**src/achp_pkg.sv**
```systemverilog
// ---------------------------------------------------------------------------
// achp_pkg
// Shared types, register map, field widths and the sine table builder for
// the clock hand end point core.
// ---------------------------------------------------------------------------
package achp_pkg;

    // Field widths fixed by the interface
    localparam int RAW_W       = 8;
    localparam int CENTER_W    = 10;
    localparam int LEN_W       = 9;
    localparam int PIX_W       = 11;
    localparam int CLAMP_W     = 6;
    localparam int TENTHS_W    = 12;
    localparam int CFG_INDEX_W = 3;
    localparam int CFG_DATA_W  = 10;

    // Defaults for the top level parameters
    localparam int ANGLE_STEPS_DEF   = 3600;
    localparam int FRACTION_BITS_DEF = 15;

    // Angle scaling: tenths of a degree per turn, reciprocal shift
    localparam int FULL_TURN_TENTHS = 3600;
    localparam int SCALE_SHIFT      = 28;

    // Clamp limits
    localparam logic [CLAMP_W-1:0] HOUR_MAX   = 6'd11;
    localparam logic [CLAMP_W-1:0] MINSEC_MAX = 6'd59;

    // Tenths of a degree per unit
    localparam logic [TENTHS_W-1:0] SEC_TENTHS      = 12'd60;
    localparam logic [TENTHS_W-1:0] MIN_TENTHS      = 12'd60;
    localparam logic [TENTHS_W-1:0] HOUR_TENTHS     = 12'd300;
    localparam logic [TENTHS_W-1:0] HOUR_MIN_TENTHS = 12'd5;

    // Register map
    localparam logic [CFG_INDEX_W-1:0] CFG_ORIGIN_X      = 3'd0;
    localparam logic [CFG_INDEX_W-1:0] CFG_ORIGIN_Y      = 3'd1;
    localparam logic [CFG_INDEX_W-1:0] CFG_SECOND_LENGTH = 3'd2;
    localparam logic [CFG_INDEX_W-1:0] CFG_MINUTE_LENGTH = 3'd3;
    localparam logic [CFG_INDEX_W-1:0] CFG_HOUR_LENGTH   = 3'd4;

    // Register reset values
    localparam logic [CENTER_W-1:0] ORIGIN_X_RST      = 10'd320;
    localparam logic [CENTER_W-1:0] ORIGIN_Y_RST      = 10'd240;
    localparam logic [LEN_W-1:0]    SECOND_LENGTH_RST = 9'd150;
    localparam logic [LEN_W-1:0]    MINUTE_LENGTH_RST = 9'd180;
    localparam logic [LEN_W-1:0]    HOUR_LENGTH_RST   = 9'd133;

    // Q2.62 constants for the table builder
    localparam logic [63:0] ONE_Q62     = 64'h4000000000000000;
    localparam logic [63:0] HALF_PI_Q62 = 64'h6487ED5110B4611A;

    typedef struct packed {
        logic signed [RAW_W-1:0] hour_raw;
        logic signed [RAW_W-1:0] minute_raw;
        logic signed [RAW_W-1:0] second_raw;
    } in_item_t;

    typedef struct packed {
        logic [PIX_W-1:0] second_end_x;
        logic [PIX_W-1:0] second_end_y;
        logic [PIX_W-1:0] minute_end_x;
        logic [PIX_W-1:0] minute_end_y;
        logic [PIX_W-1:0] hour_end_x;
        logic [PIX_W-1:0] hour_end_y;
        logic             hour_ok;
        logic             minute_ok;
        logic             second_ok;
    } out_item_t;

    typedef struct packed {
        logic hour_ok;
        logic minute_ok;
        logic second_ok;
    } ok_flags_t;

    // Q2.62 product, low 64 bits of (a*b) >> 62
    function automatic logic [63:0] q62_mul(logic [63:0] a, logic [63:0] b);
        logic [127:0] p;
        p = {64'd0, a} * {64'd0, b};
        return p[125:62];
    endfunction

    // Sine of a Q2.62 angle by Horner-form Taylor series, rounded half up
    // to fb fraction bits. Evaluated at elaboration only.
    function automatic logic [31:0] sine_q62_round(logic [63:0] x, int fb);
        logic [63:0] x2;
        logic [63:0] t;
        x2 = q62_mul(x, x);
        t  = ONE_Q62;
        // Highest term first, divisor (2k)(2k+1) for k = 11 down to 1
        t  = ONE_Q62 - q62_mul(x2, t) / 64'd506;
        t  = ONE_Q62 - q62_mul(x2, t) / 64'd420;
        t  = ONE_Q62 - q62_mul(x2, t) / 64'd342;
        t  = ONE_Q62 - q62_mul(x2, t) / 64'd272;
        t  = ONE_Q62 - q62_mul(x2, t) / 64'd210;
        t  = ONE_Q62 - q62_mul(x2, t) / 64'd156;
        t  = ONE_Q62 - q62_mul(x2, t) / 64'd110;
        t  = ONE_Q62 - q62_mul(x2, t) / 64'd72;
        t  = ONE_Q62 - q62_mul(x2, t) / 64'd42;
        t  = ONE_Q62 - q62_mul(x2, t) / 64'd20;
        t  = ONE_Q62 - q62_mul(x2, t) / 64'd6;
        t = q62_mul(x, t);
        t = (t + (64'd1 << (61 - fb))) >> (62 - fb);
        return t[31:0];
    endfunction

endpackage

```
**src/achp_time_angle.sv**
```systemverilog
// ---------------------------------------------------------------------------
// achp_time_angle
// Clamps the raw time fields, forms each hand's angle in tenths of a degree
// and scales it to table steps. Registered output.
// ---------------------------------------------------------------------------
module achp_time_angle
    import achp_pkg::*;
#(
    parameter int ANGLE_STEPS = ANGLE_STEPS_DEF,
    localparam int ANGLE_W    = $clog2(ANGLE_STEPS)
)
(
    input  logic               clk,
    input  logic               en,
    input  in_item_t           item,
    output logic [ANGLE_W-1:0] second_angle,
    output logic [ANGLE_W-1:0] minute_angle,
    output logic [ANGLE_W-1:0] hour_angle,
    output ok_flags_t          ok
);

    // Ceiling reciprocal: floor(t * ANGLE_STEPS / 3600) is exact for t < 4096
    localparam longint SCALE_M =
        ((longint'(ANGLE_STEPS) << SCALE_SHIFT) + FULL_TURN_TENTHS - 1) / FULL_TURN_TENTHS;
    localparam int SCALE_M_W = $clog2(SCALE_M + 1);
    localparam int SPROD_W   = TENTHS_W + SCALE_M_W;

    function automatic logic [CLAMP_W-1:0] clamp_raw(logic signed [RAW_W-1:0] v,
                                                      logic [CLAMP_W-1:0] hi);
        logic [CLAMP_W-1:0] res;
        if (v[RAW_W-1])
            res = '0;
        else if (v[RAW_W-2:0] > {1'b0, hi})
            res = hi;
        else
            res = v[CLAMP_W-1:0];
        return res;
    endfunction

    function automatic logic raw_in_range(logic signed [RAW_W-1:0] v,
                                          logic [CLAMP_W-1:0] hi);
        return !v[RAW_W-1] && (v[RAW_W-2:0] <= {1'b0, hi});
    endfunction

    function automatic logic [ANGLE_W-1:0] scale(logic [TENTHS_W-1:0] t);
        logic [SPROD_W-1:0] p;
        p = SPROD_W'(t) * SPROD_W'(SCALE_M);
        return p[SCALE_SHIFT +: ANGLE_W];
    endfunction

    logic [CLAMP_W-1:0]  hour_c;
    logic [CLAMP_W-1:0]  minute_c;
    logic [CLAMP_W-1:0]  second_c;
    logic [TENTHS_W-1:0] second_tenths;
    logic [TENTHS_W-1:0] minute_tenths;
    logic [TENTHS_W-1:0] hour_tenths;
    ok_flags_t           ok_next;

    logic [ANGLE_W-1:0]  second_angle_reg;
    logic [ANGLE_W-1:0]  minute_angle_reg;
    logic [ANGLE_W-1:0]  hour_angle_reg;
    ok_flags_t           ok_reg;

    always_comb
    begin
        hour_c   = clamp_raw(item.hour_raw, HOUR_MAX);
        minute_c = clamp_raw(item.minute_raw, MINSEC_MAX);
        second_c = clamp_raw(item.second_raw, MINSEC_MAX);

        ok_next.hour_ok   = raw_in_range(item.hour_raw, HOUR_MAX);
        ok_next.minute_ok = raw_in_range(item.minute_raw, MINSEC_MAX);
        ok_next.second_ok = raw_in_range(item.second_raw, MINSEC_MAX);

        second_tenths = TENTHS_W'(second_c) * SEC_TENTHS;
        minute_tenths = TENTHS_W'(minute_c) * MIN_TENTHS + TENTHS_W'(second_c);
        hour_tenths   = TENTHS_W'(hour_c) * HOUR_TENTHS
                      + TENTHS_W'(minute_c) * HOUR_MIN_TENTHS;
    end

    always_ff @(posedge clk)
    begin
        if (en)
        begin
            second_angle_reg <= scale(second_tenths);
            minute_angle_reg <= scale(minute_tenths);
            hour_angle_reg   <= scale(hour_tenths);
            ok_reg           <= ok_next;
        end
    end

    assign second_angle = second_angle_reg;
    assign minute_angle = minute_angle_reg;
    assign hour_angle   = hour_angle_reg;
    assign ok           = ok_reg;

endmodule

```
**config.mk**
```make
export PLATFORM = sky130hd
export DESIGN_NAME = achp_time_angle
export DESIGN_NICKNAME = d
export VERILOG_FILES = /design/src/achp_pkg.sv /design/src/achp_time_angle.sv
export SDC_FILE = /design/constraint.sdc
export NUM_CORES = 1
export LEC_CHECK = 0
export BUFFER_PORTS_ARGS = -buffer_cell sky130_fd_sc_hd__buf_2
export CORE_UTILIZATION = 37
export CTS_BUF_LIST = sky130_fd_sc_hd__clkbuf_4
export CTS_CLUSTER_DIAMETER = 200
export DETAILED_ROUTE_END_ITERATION = 16
export SYNTH_ARGS = -nofsm -noshare
export SYNTH_HDL_FRONTEND = slang
export SYNTH_SLANG_ARGS = --single-unit
```
**constraint.sdc**
```tcl
create_clock -name clk -period 12.5 [get_ports clk]
set_clock_uncertainty 0.1 [all_clocks]
set_input_delay 0.625 -clock clk [delete_from_list [all_inputs] [get_ports clk]]
set_output_delay 0.625 -clock clk [all_outputs]
set_load 0.02 [all_outputs]
```
* Yosys cells after proc, flatten, opt, wreduce, memory -nomap -nowiden
Cells that the tools add are included.
** Word-level totals
- Register bits after elaboration :: 37
- Bits of input ports :: 26
- Output and inout port bits :: 39
- Word-level logic and storage cells :: 30
** Cells by class
- Add/subtract/negate cells :: 2
- Multiply operators :: 4
- $lt $le $gt $ge :: 6
- Muxes and demuxes :: 6
- Reduce and logical (&&, ||, !) cells :: 6
** Operators with widths (count)
- 6-bit 2-to-1 mux :: 6
- 6-bit by 4-bit multiplier with 10-bit output (second input constant) :: 2
- 7-bit by 6-bit greater-than comparator with 1-bit output (second input constant) :: 2
- 7-bit by 6-bit <= comparator with 1-bit output (second input constant) :: 2
- 12-bit by 6-bit adder with 12-bit output :: 1
- 12-bit by 9-bit adder with 12-bit output :: 1
- 6-bit by 7-bit multiplier with 10-bit output (second input constant) :: 1
- 6-bit by 3-bit multiplier with 9-bit output (second input constant) :: 1
- 7-bit by 4-bit greater-than comparator with 1-bit output (second input constant) :: 1
- 7-bit by 4-bit <= comparator with 1-bit output (second input constant) :: 1
- 1-bit logical AND :: 3
- 1-bit logical NOT :: 3

* Longest topological paths before layout
- Depth after elaboration :: 5
- Mapped depth :: 16
- Gate-level depth less buffers :: 16

* Least setup slack after synthesis
Ideal clock, no wire load.
- Kind :: in2reg
- Start point :: input item[18] (netlist bit)
- End point :: register hour_angle_reg[11], in the netlist hour_angle[11] (data pin)
- Setup time :: 260 ps
- Data arrival time :: 4402 ps
- Required time :: 12140 ps
- Path slack :: 7738 ps
- Cell stages on the path :: 15
- Buffers on the path :: 0
- Cells stage by stage :: a2111o_1 nor2_1 nor2_1 ha_1 ha_1 fa_1 inv_1 fa_1 inv_1 fa_1 ha_1 a21oi_1 o21ai_0 and3_1 xnor2_1
** Between the ends
- Longest elaborated chain between the ends :: 5
** RTL lines
- from (decl) :: line achp_time_angle.sv:15 : input in_item_t item,
- 7-bit by 4-bit greater-than comparator with 1-bit output :: line achp_time_angle.sv:33 : else if (v[RAW_W-2:0] > {1'b0, hi})
- 6-bit 2-to-1 mux * :: line achp_time_angle.sv:33
- 6-bit 2-to-1 mux * :: line achp_time_angle.sv:31 : if (v[RAW_W-1])
- 6-bit by 7-bit multiplier with 10-bit output * :: line achp_time_angle.sv:76 : hour_tenths = TENTHS_W'(hour_c) * HOUR_TENTHS
- 12-bit by 9-bit adder with 12-bit output * :: line achp_time_angle.sv:77 : + TENTHS_W'(minute_c) * HOUR_MIN_TENTHS;
- named net hour_tenths[11] :: line achp_time_angle.sv:56 : logic [TENTHS_W-1:0] hour_tenths;
- to (signal assigned) :: line achp_time_angle.sv:86 : hour_angle_reg <= scale(hour_tenths);
- to (decl) :: line achp_time_angle.sv:61 : logic [ANGLE_W-1:0] hour_angle_reg;
Mark *: on every way through the listed nets, which the timed path passes. The rest lies on a longest branch.
A chain may end at the register's enable or synchronous reset.

* Worst setup path after layout
Same ends and word-level chain as after synthesis.

==> flow_metrics.env <==
export IMPL_slew_violations=0
export IMPL_via_per_inst=4.61
export IMPL_relSlewSlack_pct=45.5
export IMPL_first_pass_iters=4
export IMPL_setup_violations=0
export IMPL_intPower_uw=325
export IMPL_rows=35
export IMPL_wl_per_cell_um=11.7
export IMPL_synth_seq_cells=36
export IMPL_drc=0
export IMPL_min_from="item[23]"
export IMPL_status="completed"
export IMPL_grt_max_degree=37
export IMPL_gp_congestion=0.788
export IMPL_seqPwrFrac_pct=34.0
export IMPL_worstMarginPinSlew_ns=0.817
export IMPL_leakage_nw=2.05
export IMPL_fin_util_pct=44.4
export IMPL_hpwl_mm=5.16
export IMPL_vias=2418
export IMPL_grt_antenna_before_repair=0
export IMPL_worstHoldPathType="input pin to flop"
export IMPL_combPwrFrac_pct=54.5
export IMPL_grt_pass1_vias=2382
export IMPL_finalNonFillerCells=525
export IMPL_fp_dieH_um=101
export IMPL_rsz0062_at_grt="false"
export IMPL_root_buffer="clkbuf_4"
export IMPL_cts_tree="done"
export IMPL_path_class="input pin to flop"
export IMPL_fmax_mhz=212
export IMPL_grt_use_total_pct=13.6
export IMPL_yosys_top_cells_area="edfxtp_1, ha_1, fa_1"
export IMPL_post_synth_top_area_cell="edfxtp_1"
export IMPL_worstPathRequired_ns=12.48
export IMPL_cts_buffers=5
export IMPL_post_route_min_period_ns=4.73
export IMPL_yosys_area_top_type_share_pct=29.8
export IMPL_peakVddDrop_mv=0.0572
export IMPL_ant_nets=0
export IMPL_start_util_pct=38.7
export IMPL_clkPwrFrac_pct=11.4
export IMPL_fin_nets=510
export IMPL_power_uw=549
export IMPL_synth_distinct_cells=43
export IMPL_maxCapViolCount=0
export IMPL_grt_pass1_wl_mm=10.7
export IMPL_cp_end_kind="flop"
export IMPL_io_pins=65
export IMPL_portBuffers=62
export IMPL_die_area_um2=10200
export IMPL_area_growth_pct=14.7
export IMPL_antenna_diode_count=0
export IMPL_cts_hold_buffers=0
export IMPL_globalRouteOverflowTotal=0
export IMPL_synthCells=322
export IMPL_cellPowerDensity_nw_per_um2=132
export IMPL_ys_seq_area_share_pct=29.8
export IMPL_finalHoldViolCount=0
export IMPL_drt_iter0_markers=33
export IMPL_cts_max_path_buffers=2
export IMPL_setup_tns_ns=0
export IMPL_core_um2=9370
export IMPL_whs_path_depth=2
export IMPL_start_kind="input pin"
export IMPL_syn_area_per_cell_um2=11.3
export IMPL_min_to="ok[2]"
export IMPL_die_w_um=101
export IMPL_cts_sinks=36
export IMPL_postPlaceCellArea_um2=4100
export IMPL_dp_cells=517
export IMPL_final_area_um2=4160
export IMPL_post_route_period_util_pct=37.8
export IMPL_crit_path_max_fanout=4
export IMPL_h_tree_depth=2
export IMPL_cts_resized=0
export IMPL_routed_wl_mm=6.15
export IMPL_drive_above_1_share_pct=22.5
export IMPL_ys_warn_count=0
export IMPL_cts_setup_buffers=0
export IMPL_clk_pin_slew_ns=0.11
export IMPL_syn_area_um2=3620
export IMPL_p_sw_uw=224
export IMPL_swShare_pct=40.7
export IMPL_arrival_ns=4.71
-- worst max-delay path by stage --
stage	start	to	cells after the start	slack, ns
2_1_floorplan	item[18]	hour_angle[11]	15	7.74
3_3_place_gp	item[18]	hour_angle[11]	16	7.49
3_5_place_dp	item[18]	hour_angle[11]	16	7.42
4_1_cts	item[18]	hour_angle[11]	16	7.77
5_1_grt	item[18]	hour_angle[11]	16	7.54
6_report	item[18]	hour_angle[11]	16	7.77
-- final cells by class --
| class | instances | area, um2 |
|---|---|---|
| multi-input combinational | 246 | 2380 |
| fill | 904 | 5220 |
| inverter | 44 | 165 |
| tap | 129 | 161 |
| sequential | 36 | 1080 |
| timing repair buffer | 62 | 310 |
| clock inverter | 2 | 11.3 |
| clock buffer | 6 | 45.0 |
-- power groups by stage --
stage               Sequential (mW)  Combinational [mW]  Clock (mW)
finish                        0.187               0.299      0.0628
global route                  0.190               0.337      0.0726
CTS                           0.187               0.304      0.0681
detailed placement            0.189               0.301           0
global placement              0.189               0.299           0
floorplan                     0.234               0.186           0
-- cell usage in the layout, fill, tap and decap left out, types with 2 or more instances in the layout --
cell type  instances
nor3_1             4
xnor2_1           21
inv_1             44
o21ai_0            6
o21a_1             2
xnor2_2            2
edfxtp_1          36
nor2_1            36
conb_1             8
fa_1              28
ha_1              61
a21oi_1           16
nand3_1            2
nand2_1            3
or2_2              5
buf_2             62
xor2_1            12
a21oi_2            2
o21bai_1           3
and2_1             2
clkbuf_4           6
and3_1             2
a21o_1             9
nand3_2            2
-- cell families (layout without fill, tap and decap cells) --
family          after synthesis  after routing  synth area share [%]
simple gates                 63             63                  8.73
compound gates               50             50                  10.3
flops                        36             36                  29.8
buf+inv                      47            114                  5.18
other cells                   1              8                 0.103
fa+ha+maj                    89             89                  36.5
xor+xnor                     36             36                  9.32
-- per-layer routing --
metal / part of all wire [%] / global-route usage [%] / vias to the layer above
met5: 0 / 0 / -
met4: 0.47 / 2.90 / 0
met1: 50 / 18.8 / 1122
met3: 4.4 / 2.70 / 2
li1: - / - / 1240
met2: 45 / 22.1 / 54
-- synthesized netlist by cell type, drive strengths merged --
| cell type | n |
|---|---|
| xor2 | 13 |
| o21bai | 4 |
| nand2b | 1 |
| a311oi | 1 |
| or4b | 1 |
| nand4 | 1 |
| ha | 61 |
| nor3 | 5 |
| nor2b | 1 |
| nor2 | 36 |
| and2 | 2 |
| conb | 1 |
| edfxtp | 36 |
| nor3b | 1 |
| buf | 3 |
| a2111o | 1 |
| or2 | 5 |
| xnor2 | 23 |
| nor4 | 1 |
| a21o | 9 |
| o41ai | 1 |
| o21a | 2 |
| fa | 28 |
| a21oi | 18 |
| nand3 | 4 |
| inv | 44 |
| and3 | 2 |
| a211oi | 1 |
| o21ai | 6 |
| nand2 | 3 |
| a41o | 2 |
| a31oi | 1 |
| o2111ai | 1 |
| a211o | 1 |
| o211ai | 1 |
| o32ai | 1 |
-- per-stage QoR --
| step | hold slack, ns | worst slack (ns) |
|---|---|---|
| finish | 0.523 | 7.77 |
| global route | 0.503 | 7.54 |
| CTS | 0.507 | 7.77 |
| detailed placement | 0.863 | 7.42 |
| global placement | 0.863 | 7.49 |
| floorplan | 0.637 | 7.74 |
-- worst max-delay path, stage by stage --
cell      delay [ns]
buf_2           0.10
a2111o_1        0.45
nor2_1          0.10
nor2_1          0.11
ha_1            0.30
ha_1            0.30
fa_1            0.58
inv_1           0.07
fa_1            0.53
inv_1           0.05
fa_1            0.44
ha_1            0.35
a21oi_1         0.20
o21ai_0         0.16
and3_1          0.22
xnor2_1         0.12
No activity file was read; power rests on OpenSTA's default activity.
