--- config.mk ---
export PLATFORM = sky130hd
export DESIGN_NAME = achp_hand_tip
export DESIGN_NICKNAME = d
export VERILOG_FILES = /design/src/achp_pkg.sv /design/src/achp_hand_tip.sv
export SDC_FILE = /design/constraint.sdc
export NUM_CORES = 1
export LEC_CHECK = 0
export ABC_AREA = 1
export BUFFER_PORTS_ARGS = -buffer_cell sky130_fd_sc_hd__buf_2
export CORE_MARGIN = 8
export CORE_UTILIZATION = 65
export DETAILED_ROUTE_END_ITERATION = 10
export PLACE_DENSITY = 0.95
export SYNTH_ARGS = -nofsm -noshare
export SYNTH_HDL_FRONTEND = slang
export SYNTH_SLANG_ARGS = --single-unit
export TNS_END_PERCENT = 100
--- constraint.sdc ---
create_clock -name clk -period 6.8 [get_ports clk]
set_clock_uncertainty 0.05 [all_clocks]
set_input_delay 0.34 -clock clk [delete_from_list [all_inputs] [get_ports clk]]
set_output_delay 0.34 -clock clk [all_outputs]
set_load 0.02 [all_outputs]
--- src/achp_pkg.sv ---
// ---------------------------------------------------------------------------
// achp_pkg
// Shared types, register map, field widths and the sine table builder for
// the clock hand end point core.
// ---------------------------------------------------------------------------
package achp_pkg;

    // Field widths fixed by the interface
    localparam int RAW_W       = 8;
    localparam int CENTER_W    = 10;
    localparam int LEN_W       = 9;
    localparam int PIX_W       = 11;
    localparam int CLAMP_W     = 6;
    localparam int TENTHS_W    = 12;
    localparam int CFG_INDEX_W = 3;
    localparam int CFG_DATA_W  = 10;

    // Defaults for the top level parameters
    localparam int ANGLE_STEPS_DEF   = 3600;
    localparam int FRACTION_BITS_DEF = 15;

    // Angle scaling: tenths of a degree per turn, reciprocal shift
    localparam int FULL_TURN_TENTHS = 3600;
    localparam int SCALE_SHIFT      = 28;

    // Clamp limits
    localparam logic [CLAMP_W-1:0] HOUR_MAX   = 6'd11;
    localparam logic [CLAMP_W-1:0] MINSEC_MAX = 6'd59;

    // Tenths of a degree per unit
    localparam logic [TENTHS_W-1:0] SEC_TENTHS      = 12'd60;
    localparam logic [TENTHS_W-1:0] MIN_TENTHS      = 12'd60;
    localparam logic [TENTHS_W-1:0] HOUR_TENTHS     = 12'd300;
    localparam logic [TENTHS_W-1:0] HOUR_MIN_TENTHS = 12'd5;

    // Register map
    localparam logic [CFG_INDEX_W-1:0] CFG_ORIGIN_X      = 3'd0;
    localparam logic [CFG_INDEX_W-1:0] CFG_ORIGIN_Y      = 3'd1;
    localparam logic [CFG_INDEX_W-1:0] CFG_SECOND_LENGTH = 3'd2;
    localparam logic [CFG_INDEX_W-1:0] CFG_MINUTE_LENGTH = 3'd3;
    localparam logic [CFG_INDEX_W-1:0] CFG_HOUR_LENGTH   = 3'd4;

    // Register reset values
    localparam logic [CENTER_W-1:0] ORIGIN_X_RST      = 10'd320;
    localparam logic [CENTER_W-1:0] ORIGIN_Y_RST      = 10'd240;
    localparam logic [LEN_W-1:0]    SECOND_LENGTH_RST = 9'd150;
    localparam logic [LEN_W-1:0]    MINUTE_LENGTH_RST = 9'd180;
    localparam logic [LEN_W-1:0]    HOUR_LENGTH_RST   = 9'd133;

    // Q2.62 constants for the table builder
    localparam logic [63:0] ONE_Q62     = 64'h4000000000000000;
    localparam logic [63:0] HALF_PI_Q62 = 64'h6487ED5110B4611A;

    typedef struct packed {
        logic signed [RAW_W-1:0] hour_raw;
        logic signed [RAW_W-1:0] minute_raw;
        logic signed [RAW_W-1:0] second_raw;
    } in_item_t;

    typedef struct packed {
        logic [PIX_W-1:0] second_end_x;
        logic [PIX_W-1:0] second_end_y;
        logic [PIX_W-1:0] minute_end_x;
        logic [PIX_W-1:0] minute_end_y;
        logic [PIX_W-1:0] hour_end_x;
        logic [PIX_W-1:0] hour_end_y;
        logic             hour_ok;
        logic             minute_ok;
        logic             second_ok;
    } out_item_t;

    typedef struct packed {
        logic hour_ok;
        logic minute_ok;
        logic second_ok;
    } ok_flags_t;

    // Q2.62 product, low 64 bits of (a*b) >> 62
    function automatic logic [63:0] q62_mul(logic [63:0] a, logic [63:0] b);
        logic [127:0] p;
        p = {64'd0, a} * {64'd0, b};
        return p[125:62];
    endfunction

    // Sine of a Q2.62 angle by Horner-form Taylor series, rounded half up
    // to fb fraction bits. Evaluated at elaboration only.
    function automatic logic [31:0] sine_q62_round(logic [63:0] x, int fb);
        logic [63:0] x2;
        logic [63:0] t;
        x2 = q62_mul(x, x);
        t  = ONE_Q62;
        // Highest term first, divisor (2k)(2k+1) for k = 11 down to 1
        t  = ONE_Q62 - q62_mul(x2, t) / 64'd506;
        t  = ONE_Q62 - q62_mul(x2, t) / 64'd420;
        t  = ONE_Q62 - q62_mul(x2, t) / 64'd342;
        t  = ONE_Q62 - q62_mul(x2, t) / 64'd272;
        t  = ONE_Q62 - q62_mul(x2, t) / 64'd210;
        t  = ONE_Q62 - q62_mul(x2, t) / 64'd156;
        t  = ONE_Q62 - q62_mul(x2, t) / 64'd110;
        t  = ONE_Q62 - q62_mul(x2, t) / 64'd72;
        t  = ONE_Q62 - q62_mul(x2, t) / 64'd42;
        t  = ONE_Q62 - q62_mul(x2, t) / 64'd20;
        t  = ONE_Q62 - q62_mul(x2, t) / 64'd6;
        t = q62_mul(x, t);
        t = (t + (64'd1 << (61 - fb))) >> (62 - fb);
        return t[31:0];
    endfunction

endpackage

--- src/achp_hand_tip.sv ---
// ---------------------------------------------------------------------------
// achp_hand_tip
// Scales sine and negated cosine by the hand length (registered products),
// then offsets from the centre and saturates to the pixel range.
// ---------------------------------------------------------------------------
module achp_hand_tip
    import achp_pkg::*;
#(
    parameter int FRACTION_BITS = FRACTION_BITS_DEF,
    localparam int SIG_W        = FRACTION_BITS + 2
)
(
    input  logic                    clk,
    input  logic                    en,
    input  logic [LEN_W-1:0]        len,
    input  logic [CENTER_W-1:0]     origin_x,
    input  logic [CENTER_W-1:0]     origin_y,
    input  logic signed [SIG_W-1:0] sin_val,
    input  logic signed [SIG_W-1:0] ncos_val,
    output logic [PIX_W-1:0]        end_x,
    output logic [PIX_W-1:0]        end_y
);

    localparam int PROD_W = SIG_W + LEN_W + 1;

    logic signed [PROD_W-1:0] prod_x_next;
    logic signed [PROD_W-1:0] prod_y_next;
    logic signed [PROD_W-1:0] prod_x_reg;
    logic signed [PROD_W-1:0] prod_y_reg;

    assign prod_x_next = $signed({1'b0, len}) * sin_val;
    assign prod_y_next = $signed({1'b0, len}) * ncos_val;

    always_ff @(posedge clk)
    begin
        if (en)
        begin
            prod_x_reg <= prod_x_next;
            prod_y_reg <= prod_y_next;
        end
    end

    // Floor of the product: drop the fraction bits of the two's complement word
    function automatic logic [PIX_W-1:0] place(logic [CENTER_W-1:0] c,
                                                logic signed [PROD_W-1:0] p);
        logic signed [PIX_W-1:0] offs;
        logic signed [PIX_W:0]   sum;
        offs = p[FRACTION_BITS +: PIX_W];
        sum  = $signed({2'b00, c}) + $signed({offs[PIX_W-1], offs});
        // centre plus at most the hand length cannot pass the top of the range
        return sum[PIX_W] ? '0 : sum[PIX_W-1:0];
    endfunction

    assign end_x = place(origin_x, prod_x_reg);
    assign end_y = place(origin_y, prod_y_reg);

endmodule

# ---- Yosys cells after proc, flatten, opt, wreduce, memory -nomap -nowiden
# Index checks and enable logic that the tools add are counted.
dict set report op_classes {
  muxes 2
  mul 2
  n_addsub 2
}
# operator count
set op_table {}
lappend op_table {{multiplier 10 x 17 -> 26 bit} 2}
lappend op_table {{adder 11 x 11 -> 12 bit} 2}
lappend op_table {{2-to-1 mux 11 bit} 2}
dict set report totals {
  output_inout_bits 22
  word_cells 8
  in_bits 65
  reg_bits 52
}

# ---- Depth between registers and ports, before layout
# Gate-level depths: netlist of run 1.
dict set report depth {
  depth_word 2
  mapped_depth 26
  depth_no_buf 24
}

# ---- Least setup slack after synthesis of run 1
# Ideal clock, no wire load.
dict set report synth_path {
  path_type {input-to-reg}
  start {input len[1]}
  end {register prod_y_reg[25] (data pin)}
  required_ps 6492
  cell_stages 19
  setup_ps 258
  t_arrival_ps 4700
  setup_slack_ps 1792
  cell_sequence {buf_2 -> clkbuf_1 -> nand2_1 -> fa_1 -> fa_1 -> inv_1 -> fa_1 -> inv_1 -> fa_1 -> fa_1 -> inv_1 -> ha_1 -> nand2_1 -> nor3_1 -> nand2_1 -> a21oi_2 -> nor2_1 -> nand2_1 -> nand2_1}
}
dict set report synth_between {
  elab_chain_len 1
}
# element line_no
set synth_lines {}
lappend synth_lines {{start: declaration} achp_hand_tip.sv:15} ;# input logic [LEN_W-1:0] len,
lappend synth_lines {{multiplier 10 x 17 -> 26 bit} achp_hand_tip.sv:32} ;# assign prod_y_next = $signed({1'b0, len}) * ncos_val;
lappend synth_lines {{named net prod_y_next[25]} achp_hand_tip.sv:27} ;# logic signed [PROD_W-1:0] prod_y_next;
lappend synth_lines {{end signal: assignment} achp_hand_tip.sv:39} ;# prod_y_reg <= prod_y_next;
lappend synth_lines {{end: declaration} achp_hand_tip.sv:29} ;# logic signed [PROD_W-1:0] prod_y_reg;
# The timed path passes the listed nets, and every way through them passes these cells.
# A chain may end at the register's enable or synchronous reset.

# ---- Final worst setup path of run 1
dict set report layout_path {
  start {input len[4]}
  end {register prod_y_reg[25] (data pin)}
}
# Same word-level chain as after synthesis.

==> flow_metrics.py, run 1 <==
metrics = {
    "min_path": {
        "min_path_type": "input port to register",
    },
    "setup_path": {
        "cp_cell_sequence": "buf_2 -> nand2_1 -> fa_1 -> inv_1 -> fa_1 -> inv_1 -> fa_1 -> inv_1 -> fa_1 -> inv_1 -> fa_1 -> inv_1 -> ha_1 -> nand2_1 -> nor3_1 -> nand2_1 -> a21oi_2 -> nor2_1 -> nand2_1 -> nand2_1",
        "cp-start-kind": "input port",
        "cp_data_arrival_time_ns": 5.41,
        "worst_path_max_delay_cell": "fa_1",
        "path_max_fanout": 34,
        "critPathCaptureType": "register",
        "crit_type": "input port to register",
        "critPathRequiredTime_ns": 6.76,
        "max_stage_delay_ns": 0.72,
    },
    "synth": {
        "synthAdderAreaFrac": 0.492,
        "synth-seq-area-share": 0.0489,
        "synthSimpleGateAreaFrac": 0.223,
        "yosys_warnings": 0,
        "ys_async_sr_fraction": 0,
        "synth-seq-cells": 22,
        "synth_area_um2": 13500,
        "syn_inst": 1893,
        "synthesis.nets": 2338,
        "yosysMostFrequentCell": "nand2_1",
        "synthTopCellsByArea": "fa_1 37%, nand2_1 15%, inv_1 15%",
        "synth_top_family_by_area": "adder cells",
        "synth_compound_area_frac": 0.0421,
        "synth_xor_xnor_area_share": 0.0201,
        "syn_avg_cell_area_um2": 7.14,
        "synth_cell_type_count": 36,
        "synth_edf_count": 22,
        "synth_commonest_cells": "556 x nand2_1, 549 x inv_1, 252 x fa_1, 128 x ha_1, 86 x nor2_1",
        "synth_top_area_frac": 0.373,
        "yosysTopAreaCell": "fa_1",
        "synth-main-ff-cell": "edfxtp_1",
        "synthMuxAreaShare": 0,
    },
    "placement": {
        "dpl_cell_area_um2": 14000,
        "place_congestion": 0.964,
        "io_buffers": 86,
        "dp_hpwl_mm": 27.2,
    },
    "job": {
        "maxCapViolCount": 0,
    },
    "global_routing": {
        "grt-ovfl-total": 0,
        "grtUsageTotal": 0.264,
        "grt_max_degree": 35,
        "antenna_found_initial": 1,
        "grt_pass1_vias": 13156,
        "grt_first_pass_wirelength_mm": 57.1,
    },
    "sta": {
        "setup-tns-final_ns": 0,
        "tightest_slew_ns": 0.850,
        "timing.final.crit_share": 0.800,
        "setup_viol_count_final": 0,
        "slew_violations": 0,
        "hold_viol_final": 0,
        "slew_headroom": 0.434,
        "rsz0062_at_grt": "false",
        "finalCriticalPeriod_ns": 5.44,
        "fmax_mhz": 184,
    },
    "clocking": {
        "clkTransAtPathRegs_ns": 0.06,
        "post_cts_resized": 0,
        "clockBufferDepth": 2,
        "post_cts_buffers": 0,
        "cts_made_buffers": 3,
        "cts.sinks": 22,
        "hold_buffers": 0,
        "root_buffer": "clkbuf_16",
        "cts_tree": "done",
        "htree_num_levels": 1,
    },
    "pwr": {
        "powerDensity_nw_per_um2": 479,
        "peakVddDrop_mv": 0.270,
        "power.leakage_nw": 8.92,
    },
    "die": {
        "die_x_um": 160,
        "chipHeight_um": 160,
        "coreArea_um2": 20300,
        "dieArea_um2": 25700,
        "start_util": 0.666,
        "io_pins": 87,
        "placementRows": 52,
    },
    "finish": {
        "multi_input_area_um2": 10500,
        "syn_to_final_growth_pct": 4.13,
        "final_cell_area_um2": 14100,
        "nFillCells": 1633,
        "layout-drive-gt1-share": 0.0606,
        "seq_area_um2": 661,
        "fin_nets": 2360,
    },
    "detailed_routing": {
        "detail-route-antenna-nets": 0,
        "drtIter0Drc": 633,
        "viasPerCell": 5.32,
        "vias": 11610,
        "route.detailed.drc": 0,
        "drtPass1Iterations": 5,
        "wl_mm": 32.5,
        "wl_per_cell_um": 14.9,
    },
    "run_status": {
        "outcome": "finished clean",
    },
}
[stage by stage]
stage | power [W] | hold slack [ns] | util | cells | setup WS (ns)
finish | 0.00674 | 0.547 | 0.693 | 2184 | 1.36
floorplan | 0.00513 | 0.402 | - | 1893 | 1.79
global placement | 0.00629 | 0.799 | 0.690 | 2180 | 1.35
global route | 0.00770 | 0.567 | 0.693 | 2184 | 1.05
CTS | 0.00671 | 0.550 | 0.693 | 2183 | 1.38
detailed placement | 0.00655 | 0.812 | 0.690 | 2180 | 1.11
[area by class of cell]
type | count | share of cell area
multi-input combinational | 1252 | 0.746
inverter | 549 | 0.146
sequential | 22 | 0.0469
timing repair buffer | 87 | 0.0311
tap | 270 | 0.0240
clock buffer | 3 | 0.00533
antenna | 1 | 0.000178
[report_power, final]
| part | switching (W) | internal [W] | total (W) |
|---|---|---|---|
| sequential | 0.0000377 | 0.000373 | 0.000411 |
| combinational | 0.00396 | 0.00224 | 0.00620 |
| clock | 0.0000474 | 0.0000778 | 0.000125 |
| total | 0.00405 | 0.00269 | 0.00674 |
[routing by layer]
| layer | share of wire | up-vias | track usage |
|---|---|---|---|
| li1 | - | 5490 | - |
| met1 | 0.36 | 5584 | 0.275 |
| met2 | 0.54 | 399 | 0.516 |
| met3 | 0.051 | 137 | 0.0296 |
| met4 | 0.048 | 0 | 0.126 |
| met5 | 0 | - | 0 |
[layout by cell type (no fill, tap or decap), types with 6 or more instances in the layout]
master | synthesis | layout
a21oi_1 | 54 | 54
buf_2 | 5 | 86
ha_1 | 128 | 128
fa_1 | 252 | 252
nand3_1 | 39 | 39
nand2_2 | 13 | 13
edfxtp_1 | 22 | 22
xor2_1 | 17 | 17
o21ai_0 | 24 | 24
nor3_1 | 9 | 9
inv_1 | 549 | 549
nand2_1 | 556 | 556
xnor2_1 | 14 | 14
nor2_1 | 86 | 86
nand4_1 | 20 | 20
o21bai_1 | 6 | 6
[path summary, 6_finish.rpt]
kind	slack (ns)	from	cells after the start	end
max	1.36	len[4]	20	prod_y_reg[25]
min	0.55	en	1	prod_x_reg[19]
[cells by family (layout without fill, tap and decap cells)]
group | count (synthesis) | count (layout)
buffers and inverters | 619 | 639
XOR/XNOR | 31 | 31
AND/OR/NAND/NOR | 740 | 740
other | 0 | 1
AO/OA/AOI/OAI | 101 | 101
flip-flops | 22 | 22
adder cells (fa/ha/maj) | 380 | 380
[critical path, delay by kind of cell]
family / cells / cell delay [ns]
and+or+nand+nor: 7 / 0.97
adders and majority gates: 6 / 3.03
AOI/OAI and AO/OA: 1 / 0.14
buffers and inverters: 6 / 0.91
No activity file was read; power rests on OpenSTA's default activity.
==> run 2: changes to the inputs <==
clock period = 5.2 ns   (was 6.8 ns; I/O delays follow)
==> run 2 against run 1 <==
  * Flip-flop and latch count unchanged
  * Combinational power up 40%
  * Non-clock buffer count up 42
  * Total power up 39%
  * Utilization up 2.0 points
  * Sequential share of layout area down 0.13 points
  * Critical endpoint is now prod_x_reg[22]
  * Largest cell class unchanged
  * Largest power group unchanged
  * Highest routed layer unchanged
==> flow_metrics.py, run 2 (synthesis results as in run 1) <==
metrics = {
    "sta": {
        "rsz0062_at_grt": "false",
        "finalCriticalPeriod_ns": 4.92,
        "fmax_mhz": 203,
        "slew_headroom": 0.633,
        "slew_violations": 0,
        "hold_viol_final": 0,
        "hold_ws_ns": 0.464,
        "tightest_slew_ns": 0.549,
        "timing.final.crit_share": 0.947,
        "setup_viol_count_final": 0,
    },
    "run_status": {
        "outcome": "finished clean",
    },
    "clocking": {
        "clockBufferDepth": 2,
        "hold_buffers": 0,
        "cts.sinks": 22,
        "root_buffer": "clkbuf_16",
        "clkTransAtPathRegs_ns": 0.06,
        "post_cts_buffers": 0,
        "cts_tree": "done",
        "htree_num_levels": 1,
        "cts_made_buffers": 3,
    },
    "global_routing": {
        "grt_pass1_vias": 13379,
        "antenna_found_initial": 1,
        "grtUsageTotal": 0.272,
        "grt_max_degree": 35,
        "grt-ovfl-total": 0,
        "grt_first_pass_wirelength_mm": 58.6,
    },
    "finish": {
        "mostFrequentLayoutCells": "556 x nand2_1, 549 x inv_1, 252 x fa_1",
        "layout-drive-gt1-share": 0.0808,
        "fin_nets": 2402,
        "seq_area_um2": 661,
        "multi_input_area_um2": 10500,
        "final_common_cell": "nand2_1",
        "nFillCells": 1603,
        "syn_to_final_growth_pct": 7.13,
    },
    "die": {
        "dieArea_um2": 25700,
        "coreArea_um2": 20300,
        "start_util": 0.666,
        "io_pins": 87,
        "die_x_um": 160,
        "placementRows": 52,
        "chipHeight_um": 160,
    },
    "pwr": {
        "total_power_w": 0.00935,
        "peakVddDrop_mv": 0.341,
        "power.leakage_nw": 9.16,
        "powerDensity_nw_per_um2": 646,
    },
    "placement": {
        "dp_hpwl_mm": 28.7,
        "io_buffers": 86,
        "place_congestion": 0.944,
    },
    "setup_path": {
        "critPathCaptureType": "register",
        "path_max_fanout": 20,
        "crit_type": "input port to register",
        "critPathRequiredTime_ns": 5.16,
        "cp_data_arrival_time_ns": 4.88,
        "cp-start-kind": "input port",
    },
    "detailed_routing": {
        "drtPass1Iterations": 5,
        "vias": 11790,
        "wl_per_cell_um": 15.0,
        "wl_mm": 33.4,
        "detail-route-antenna-nets": 0,
        "drtIter0Drc": 485,
        "route.detailed.drc": 0,
        "viasPerCell": 5.30,
    },
    "min_path": {
        "min_path_type": "input port to register",
    },
    "job": {
        "maxCapViolCount": 0,
    },
}
==> run 2: worst paths after layout <==
kind | cells after the start | from | end
min | 1 | en | prod_x_reg[15]
max | 18 | len[1] | prod_x_reg[22]
==> run 2: area by class of cell <==
cell class,count,area share
multi-input cells,1252,0.725
inverters,549,0.142
repair buffers,129,0.0582
flip-flops and latches,22,0.0456
well taps,270,0.0233
clock buffers,3,0.00518
diodes,1,0.000173
==> run 2: timing repair <==
action	4_1_cts	5_1_grt
gates resized for setup	0	1
setup endpoints to repair	0	7
endpoints found under the hold margin	0	0
==> run 2: power breakdown <==
part / switching, W / internal [W] / total, W / leakage (nW)
Clock: 0.0000607 / 0.000102 / 0.000162 / 0.0370
Sequential: 0.0000556 / 0.000489 / 0.000545 / 0.215
Combinational: 0.00532 / 0.00332 / 0.00865 / 8.91
==> run 2: stage by stage <==
step / instance area (µm²) / utilization / cells / TNS, ns / setup slack [ns]
after floorplan: 13500 / - / 1893 / 0 / 0.272
after global placement: 14400 / 0.709 / 2222 / 0 / 0.0992
after detailed placement: 14400 / 0.709 / 2222 / -0.0223 / -0.0194
after CTS: 14500 / 0.713 / 2225 / 0 / 0.163
after global routing: 14500 / 0.713 / 2226 / 0 / 0.0501
final: 14500 / 0.713 / 2226 / 0 / 0.275
==> run 2: worst max-delay path, stage by stage <==
cell and delay [ns]:
clkbuf_4 0.31, nand2_1 0.20, fa_1 0.65, fa_1 0.55, inv_1 0.07, fa_1 0.50, fa_1 0.53, inv_1 0.07
fa_1 0.51, inv_1 0.04, ha_1 0.33, nand2_1 0.11, nor2_1 0.17, nand2_1 0.09, nor3_1 0.14, o21ai_1 0.15
nand4_1 0.12, nand2_1 0.07
==> run 2: metal layers <==
metal / routed length [µm] / GRT usage / vias to the layer above
li1: - / - / 5569
met4: 1620 / 0.130 / 0
met5: 0 / 0 / -
met1: 12000 / 0.281 / 5678
met3: 1660 / 0.0293 / 144
met2: 18100 / 0.534 / 399
